===== src/rtl/sorted_posting_list_merge_unit_macros.svh =====
// assertion macros for the posting list merge unit
`ifndef SORTED_POSTING_LIST_MERGE_UNIT_MACROS_SVH
`define SORTED_POSTING_LIST_MERGE_UNIT_MACROS_SVH
`ifndef ASSERT_OFF
`define SPLM_ASSERT(lbl, clk, rst_n, prop) \
    lbl: assert property (@(posedge clk) disable iff (!rst_n) prop) \
        else $error("splm assertion failed");
`define SPLM_ASSERT_NEXT(lbl, clk, rst_n, a, b) \
    lbl: assert property (@(posedge clk) disable iff (!rst_n) (a) |=> (b)) \
        else $error("splm assertion failed");
`else
`define SPLM_ASSERT(lbl, clk, rst_n, prop)
`define SPLM_ASSERT_NEXT(lbl, clk, rst_n, a, b)
`endif
`endif


===== src/rtl/splm_pkg.sv =====
// ----------------------------------------------------------------------------
// splm_pkg
// types and constants shared by the posting list merge unit
// ----------------------------------------------------------------------------
`timescale 1ns / 1ps
`default_nettype none
package splm_pkg;
    localparam int MODE_W        = 2;
    localparam int HIT_COUNT_W   = 24;
    localparam int HIT_RANK_W    = 17;
    localparam int WORD_TOTAL_W  = 24;
    localparam int ACC_W         = 32;
    localparam int ENTRY_TOTAL_W = 7;

    localparam logic [MODE_W-1:0] MODE_AND  = 2'd1;
    localparam logic [MODE_W-1:0] MODE_DIFF = 2'd2;

    typedef enum logic [3:0] {
        S_IDLE,
        S_START,
        S_READ,
        S_CMP,
        S_END,
        S_DRAIN_READ,
        S_DRAIN_CMP,
        S_FINISH,
        S_EMIT_READ,
        S_EMIT_LOAD
    } state_t;

    typedef struct packed {
        logic accept;
        logic rd_old;
        logic rd_emit;
        logic pass_old;
        logic match;
        logic insert;
        logic end_total;
        logic finish;
        logic emit_load;
    } cmd_t;

    typedef struct packed {
        logic item_takes;
        logic item_ends;
        logic old_left;
        logic old_lt;
        logic old_eq;
        logic pass_valid;
        logic list_empty;
        logic emit_last;
        logic out_free;
    } status_t;
endpackage
`default_nettype wire


===== src/rtl/splm_ctrl.sv =====
// ----------------------------------------------------------------------------
// splm_ctrl
// sequencer for merge, drain and emit phases of a pass
// ----------------------------------------------------------------------------
`timescale 1ns / 1ps
`default_nettype none
module splm_ctrl (
    input  wire              clk,
    input  wire              rst_n,
    input  wire              in_valid,
    output logic             in_ready,
    input  splm_pkg::status_t st,
    output splm_pkg::cmd_t    cmd
);
    import splm_pkg::*;

    state_t state_reg;
    state_t state_next;

    always_ff @(posedge clk or negedge rst_n)
    begin
        if (!rst_n)
        begin
            state_reg <= S_IDLE;
        end
        else
        begin
            state_reg <= state_next;
        end
    end

    always_comb
    begin
        cmd        = '0;
        in_ready   = 1'b0;
        state_next = state_reg;
        unique case (state_reg)
            S_IDLE:
            begin
                in_ready = 1'b1;
                if (in_valid)
                begin
                    cmd.accept = 1'b1;
                    state_next = S_START;
                end
            end
            S_START:
            begin
                if (st.item_takes)
                begin
                    state_next = S_READ;
                end
                else
                begin
                    state_next = st.item_ends ? S_END : S_IDLE;
                end
            end
            S_READ:
            begin
                cmd.rd_old = st.old_left;
                state_next = S_CMP;
            end
            S_CMP:
            begin
                priority if (st.old_lt)
                begin
                    cmd.pass_old = 1'b1;
                    state_next   = S_READ;
                end
                else if (st.old_eq)
                begin
                    cmd.match  = 1'b1;
                    state_next = st.item_ends ? S_END : S_IDLE;
                end
                else
                begin
                    cmd.insert = 1'b1;
                    state_next = st.item_ends ? S_END : S_IDLE;
                end
            end
            S_END:
            begin
                cmd.end_total = 1'b1;
                state_next    = st.pass_valid ? S_DRAIN_READ : S_FINISH;
            end
            S_DRAIN_READ:
            begin
                if (st.old_left)
                begin
                    cmd.rd_old = 1'b1;
                    state_next = S_DRAIN_CMP;
                end
                else
                begin
                    state_next = S_FINISH;
                end
            end
            S_DRAIN_CMP:
            begin
                cmd.pass_old = 1'b1;
                state_next   = S_DRAIN_READ;
            end
            S_FINISH:
            begin
                cmd.finish = 1'b1;
                state_next = S_EMIT_READ;
            end
            S_EMIT_READ:
            begin
                cmd.rd_emit = !st.list_empty;
                state_next  = S_EMIT_LOAD;
            end
            S_EMIT_LOAD:
            begin
                if (st.out_free)
                begin
                    cmd.emit_load = 1'b1;
                    state_next    = st.emit_last ? S_IDLE : S_EMIT_READ;
                end
            end
            default:
            begin
                state_next = S_IDLE;
            end
        endcase
    end
endmodule
`default_nettype wire


===== config.mk =====
export PLATFORM = sky130hd
export DESIGN_NAME = splm_ctrl
export DESIGN_NICKNAME = d
export VERILOG_FILES = /design/src/rtl/sorted_posting_list_merge_unit_macros.svh /design/src/rtl/splm_pkg.sv /design/src/rtl/splm_ctrl.sv
export SDC_FILE = /design/constraint.sdc
export NUM_CORES = 1
export LEC_CHECK = 0
export BUFFER_PORTS_ARGS = -buffer_cell sky130_fd_sc_hd__buf_2
export CAP_MARGIN = 10
export CORE_AREA = 2 2 45 47
export DETAILED_ROUTE_END_ITERATION = 7
export DIE_AREA = 0 0 47 49
export PLACE_DENSITY_LB_ADDON = 0.05
export REMOVE_ABC_BUFFERS = 1
export SLEW_MARGIN = 20
export SYNTH_ARGS = -nofsm -noshare
export SYNTH_HDL_FRONTEND = slang
export SYNTH_SLANG_ARGS = --single-unit

===== constraint.sdc =====
create_clock -name clk -period 2.87 [get_ports clk]
set_clock_uncertainty 0.2 [all_clocks]
set_input_delay 0.1435 -clock clk [delete_from_list [all_inputs] [get_ports clk]]
set_output_delay 0.1435 -clock clk [all_outputs]
set_load 0.01 [all_outputs]

Yosys cells after proc, flatten, opt, wreduce, memory -nomap -nowiden
Index checks and enable logic that the tools add are counted.

word-level totals
  register bits after elaboration = 4

cells by class
  mux-type cells = 25
  eq/ne operators = 11
  reduce and logical (&&, ||, !) cells = 3

operator list
  cell                                                              number
  4-bit case mux with 10 select lines                               1
  4-bit by 3-bit == test with 1-bit output (second input constant)  4
  1-bit two-way mux                                                 13
  4-bit two-way mux                                                 3
  3-bit two-way mux                                                 3
  4-bit by 2-bit == test with 1-bit output (second input constant)  2
  4-bit == test (second input constant)                             2
  2-bit two-way mux                                                 3
  4-bit by 1-bit == test with 1-bit output (second input constant)  1
  4-bit zero test                                                   1
  2-bit inequality test (second input constant)                     2
  1-bit case mux with 2 select lines                                2
  2-bit AND reduction                                               1
  1-bit zero test                                                   1

Longest topological paths before layout
  depth in word-level cells = 3
  depth in mapped cells = 5
  mapped depth without buffers = 3

Worst setup path before layout
No wires, ideal clock.

  kind = register to output
  from = reg state_reg[2]
  to = out cmd[3] (netlist name)
  path slack = 1269 ps
  data required time = 2526 ps
  arrival = 1258 ps
  stages on the path, launching flop included = 4
  path buffers = 1
  cells stage by stage = dfrtp_1 > buf_4 > or4_4 > nor2_1

RTL lines
  item                    RTL line         source
  from (decl)             splm_ctrl.sv:17  state_t state_reg;
  from (signal assigned)  splm_ctrl.sv:28  state_reg <= state_next;
  to (decl)               splm_ctrl.sv:13  output splm_pkg::cmd_t cmd

==> summary.log <==
INFO  worst_setup_path setup.worst_path.start_class=flip-flop
INFO  synthesis      synth_area_leaders=sky130_fd_sc_hd__dfrtp_1, sky130_fd_sc_hd__nor3b_1, sky130_fd_sc_hd__buf_6
INFO  status         status=finished clean
INFO  cts            ctsHtreeMaxLevel=1
INFO  run            maxCapViolCount=0
INFO  cts            clk_latency=0.23ns
INFO  floorplan      dieHeight=49um
INFO  timing         fin_hold_ws=0.0470ns
INFO  route          drt_first_iter_violations=3
INFO  synthesis      synthesis.yosys.warnings=0
INFO  worst_setup_path reg2regPathDepth=3
INFO  global_routing grt_pass1_vias=424
INFO  timing         worst_pin_slew=0.506ns
INFO  finish         largest_register_ff_count=4
INFO  route          dr_drc_count=0
INFO  worst_setup_path cp-end-kind=output pin
INFO  timing         final_total_negative_setup_slack=0ns
INFO  worst_setup_path timing.critical_path.arrival=1.74ns
INFO  worst_setup_path setup.worst_path.start=state_reg[1]$_DFFE_PN0P_
INFO  cts            clk_transition_reported_paths=0.04ns
INFO  finish         layout.cells.most_common=sky130_fd_sc_hd__buf_2
INFO  route          drt_first_pass_iters=3
INFO  synthesis      synth-seq-area-share=23.8%
INFO  worst_setup_path timing_worst_setup_path_type=flip-flop to output pin
INFO  placement      dp_hpwl=839um
INFO  floorplan      floorplan.rows=16
INFO  worst_setup_path timing.rr.end=state_reg[3]$_DFFE_PN0P_
INFO  worst_setup_path cp.depth=4
INFO  synthesis      syn-cell-area=420squm
INFO  finish         post_route_cells_drive_above_1_share=37.5%
INFO  timing         finalHoldViolations=0
INFO  placement      place.gp.congestion=0.697
INFO  cts            tritoncts=yes
INFO  worst_setup_path worst_path_max_delay_cell=sky130_fd_sc_hd__dfrtp_1
INFO  synthesis      synthesis.area_per_instance=8.24squm
INFO  route          postRouteAntennaNets=0
INFO  global_routing grt_antenna_before_repair=0
INFO  synthesis      netlist_instances=51
INFO  cts            cts_setup_buffers=0
INFO  global_routing grt_usage=11.3%
INFO  finish         design.final.nets=86
INFO  synthesis      synth.ff_latch_count=4
INFO  timing         grt_setup_unrepaired=no
INFO  global_routing grt.met3_usage=3.70%
INFO  timing         timing.final.setup_violations=0
INFO  floorplan      floorplan.initialDensity=22.8%
INFO  worst_setup_path worstPathMaxFanout=17
INFO  synthesis      yosys.area.top_type_share=23.8%
INFO  worst_setup_path reg2reg_start=state_reg[0]$_DFFE_PN0P_
INFO  worst_setup_path path_delay_family=simple AND/OR/NAND/NOR gates
INFO  route          drt-total-wl=1170um
INFO  worst_hold_path min_path_type=input pin to async pin
INFO  global_routing grt_start_max_net_pins=18
INFO  timing         report.final.slew_viol_count=0
INFO  power_and_ir_drop power_density=902mW/mm^2
INFO  finish         antennaDiodeCount=0
INFO  floorplan      top_level_ports=22
INFO  worst_setup_path regToRegSetupSlack=1.15ns
INFO  floorplan      fp.coreArea=0.00184sqmm
INFO  global_routing grt_remaining_overflow=0
INFO  route          route.vias.total=452
INFO  cts            cts-buffers-inserted=3
INFO  worst_setup_path critPathMaxStageDelay=0.65ns
INFO  global_routing global_route_wire_length_before_repair=1880um
INFO  synthesis      yosys.cell_types.count=26
INFO  global_routing globalRouteMet2Util=15.8%
INFO  worst_setup_path crit_path_cell_trace=nand2_1 -> or4_4 -> nor2_1 -> buf_2
INFO  finish         mostFrequentLayoutCells=sky130_fd_sc_hd__buf_2, sky130_fd_sc_hd__nor2_1, sky130_fd_sc_hd__a21oi_1, sky130_fd_sc_hd__nor3b_1, sky130_fd_sc_hd__dfrtp_1
INFO  worst_setup_path critical_path_buf_inv_count=1
INFO  worst_setup_path cp-endpoint=cmd[3]
INFO  route          dr_wl_cell=11.8um
INFO  placement      buffer_ports.inserted=21
INFO  timing         period_needed=2.08ns
INFO  cts            cts_sinks=4
INFO  route          via_per_inst=4.57
INFO  cts            clock_tree.root_cell=sky130_fd_sc_hd__clkbuf_4
INFO  floorplan      die-area=0.00230sqmm
INFO  synthesis      yosys.area.top_type=sky130_fd_sc_hd__dfrtp_1
INFO  power_and_ir_drop reported_leakage_power=0.258nW
INFO  power_and_ir_drop max-vdd-ir-drop=0.306mV
INFO  global_routing grt_use_met1=15.4%
INFO  timing         final_min_period_over_clock_period=72.6%
INFO  worst_setup_path critical_path_required=2.53ns
INFO  global_routing top_usage_layer=met2
INFO  timing         maxSlewHeadroom=66.3%
INFO  cts            cts_resized=0
INFO  finish         area_growth=33.0%
INFO  timing         max_clock_freq=480MHz
INFO  cts            clk_path_buf_depth=2
INFO  floorplan      floorplan.die.width=47um
-- cells in the mapped netlist --
cell type                  n
sky130_fd_sc_hd__nor3_1    1
sky130_fd_sc_hd__o21a_1    1
sky130_fd_sc_hd__o31ai_2   1
sky130_fd_sc_hd__nor4_2    1
sky130_fd_sc_hd__nor3b_1   4
sky130_fd_sc_hd__or4_4     1
sky130_fd_sc_hd__inv_1     3
sky130_fd_sc_hd__buf_6     2
sky130_fd_sc_hd__and3b_1   1
sky130_fd_sc_hd__nand2_1   2
sky130_fd_sc_hd__o31a_1    1
sky130_fd_sc_hd__and2_1    2
sky130_fd_sc_hd__o31ai_1   1
sky130_fd_sc_hd__o211ai_1  2
sky130_fd_sc_hd__a21oi_1   4
sky130_fd_sc_hd__nor2b_1   3
sky130_fd_sc_hd__o32a_1    2
sky130_fd_sc_hd__dfrtp_1   4
sky130_fd_sc_hd__nor2_1    5
sky130_fd_sc_hd__nor4_1    1
sky130_fd_sc_hd__buf_2     1
sky130_fd_sc_hd__nand2b_1  3
sky130_fd_sc_hd__nor4b_1   1
sky130_fd_sc_hd__buf_4     2
sky130_fd_sc_hd__a211o_1   1
sky130_fd_sc_hd__or4_1     1
-- area by class of cell --
type / instances / area, sq um
fillers: 225 / 1280
multi-input cells: 39 / 267
repair buffers: 23 / 125
flip-flops and latches: 4 / 100
well taps: 27 / 33.8
clock buffers: 3 / 22.5
inverters: 3 / 11.3
-- worst register-to-register path, stage by stage (launching register included) --
cell	delay, ns
sky130_fd_sc_hd__dfrtp_1	0.58
sky130_fd_sc_hd__inv_1	0.17
sky130_fd_sc_hd__or4_1	0.59
sky130_fd_sc_hd__o31ai_1	0.09
-- stage by stage --
step                      power [W]  std cells  setup slack, ns  cell area [sq um]  utilization, %
after global routing       0.000553         99            0.608                559            30.4
after detailed placement   0.000439         94             1.02                517            28.1
after CTS                  0.000512         99            0.763                559            30.4
after floorplan            0.000338         46             1.23                378               -
final                      0.000505         99            0.787                559            30.4
after global placement     0.000441         94             1.05                517            28.1
-- cells by family (layout without fill, tap and decap cells) --
| family | after synthesis | in the layout | share of synthesized area (%) |
|---|---|---|---|
| flip-flops | 4 | 4 | 23.8 |
| AND/OR/NAND/NOR | 26 | 26 | 39.6 |
| AO/OA/AOI/OAI | 13 | 13 | 23.8 |
| buffers and inverters | 8 | 29 | 12.8 |
-- report_power, final --
group	switching [W]	internal, W	leakage, nW
clock	0.0000212	0.0000466	0.0138
sequential	0.000101	0.0000825	0.0505
combinational	0.000118	0.000135	0.194
-- timing repair --
| item | in CTS | in global routing |
|---|---|---|
| hold endpoints to repair | 5 | 0 |
| hold buffers | 2 | 0 |
| setup endpoints to repair | 0 | 0 |
-- metal layers --
metal,share of wire [%],up-vias
li1,-,227
met1,47,206
met2,46,17
met3,6.4,2
met4,1.1,0
met5,0,-
-- how the worst min path moves through the flow --
stage	start	slack (ns)	endpoint	cells after the start
floorplan	rst_n	-0.35	state_reg[0]$_DFFE_PN0P_	0
finish	rst_n	0.05	state_reg[2]$_DFFE_PN0P_	2
global route	in_valid	0.06	state_reg[0]$_DFFE_PN0P_	3
global placement	rst_n	-0.25	state_reg[2]$_DFFE_PN0P_	1
detailed placement	rst_n	-0.25	state_reg[2]$_DFFE_PN0P_	1
CTS	rst_n	0.04	state_reg[2]$_DFFE_PN0P_	2
Note: power is estimated with default switching activity, not from simulation.
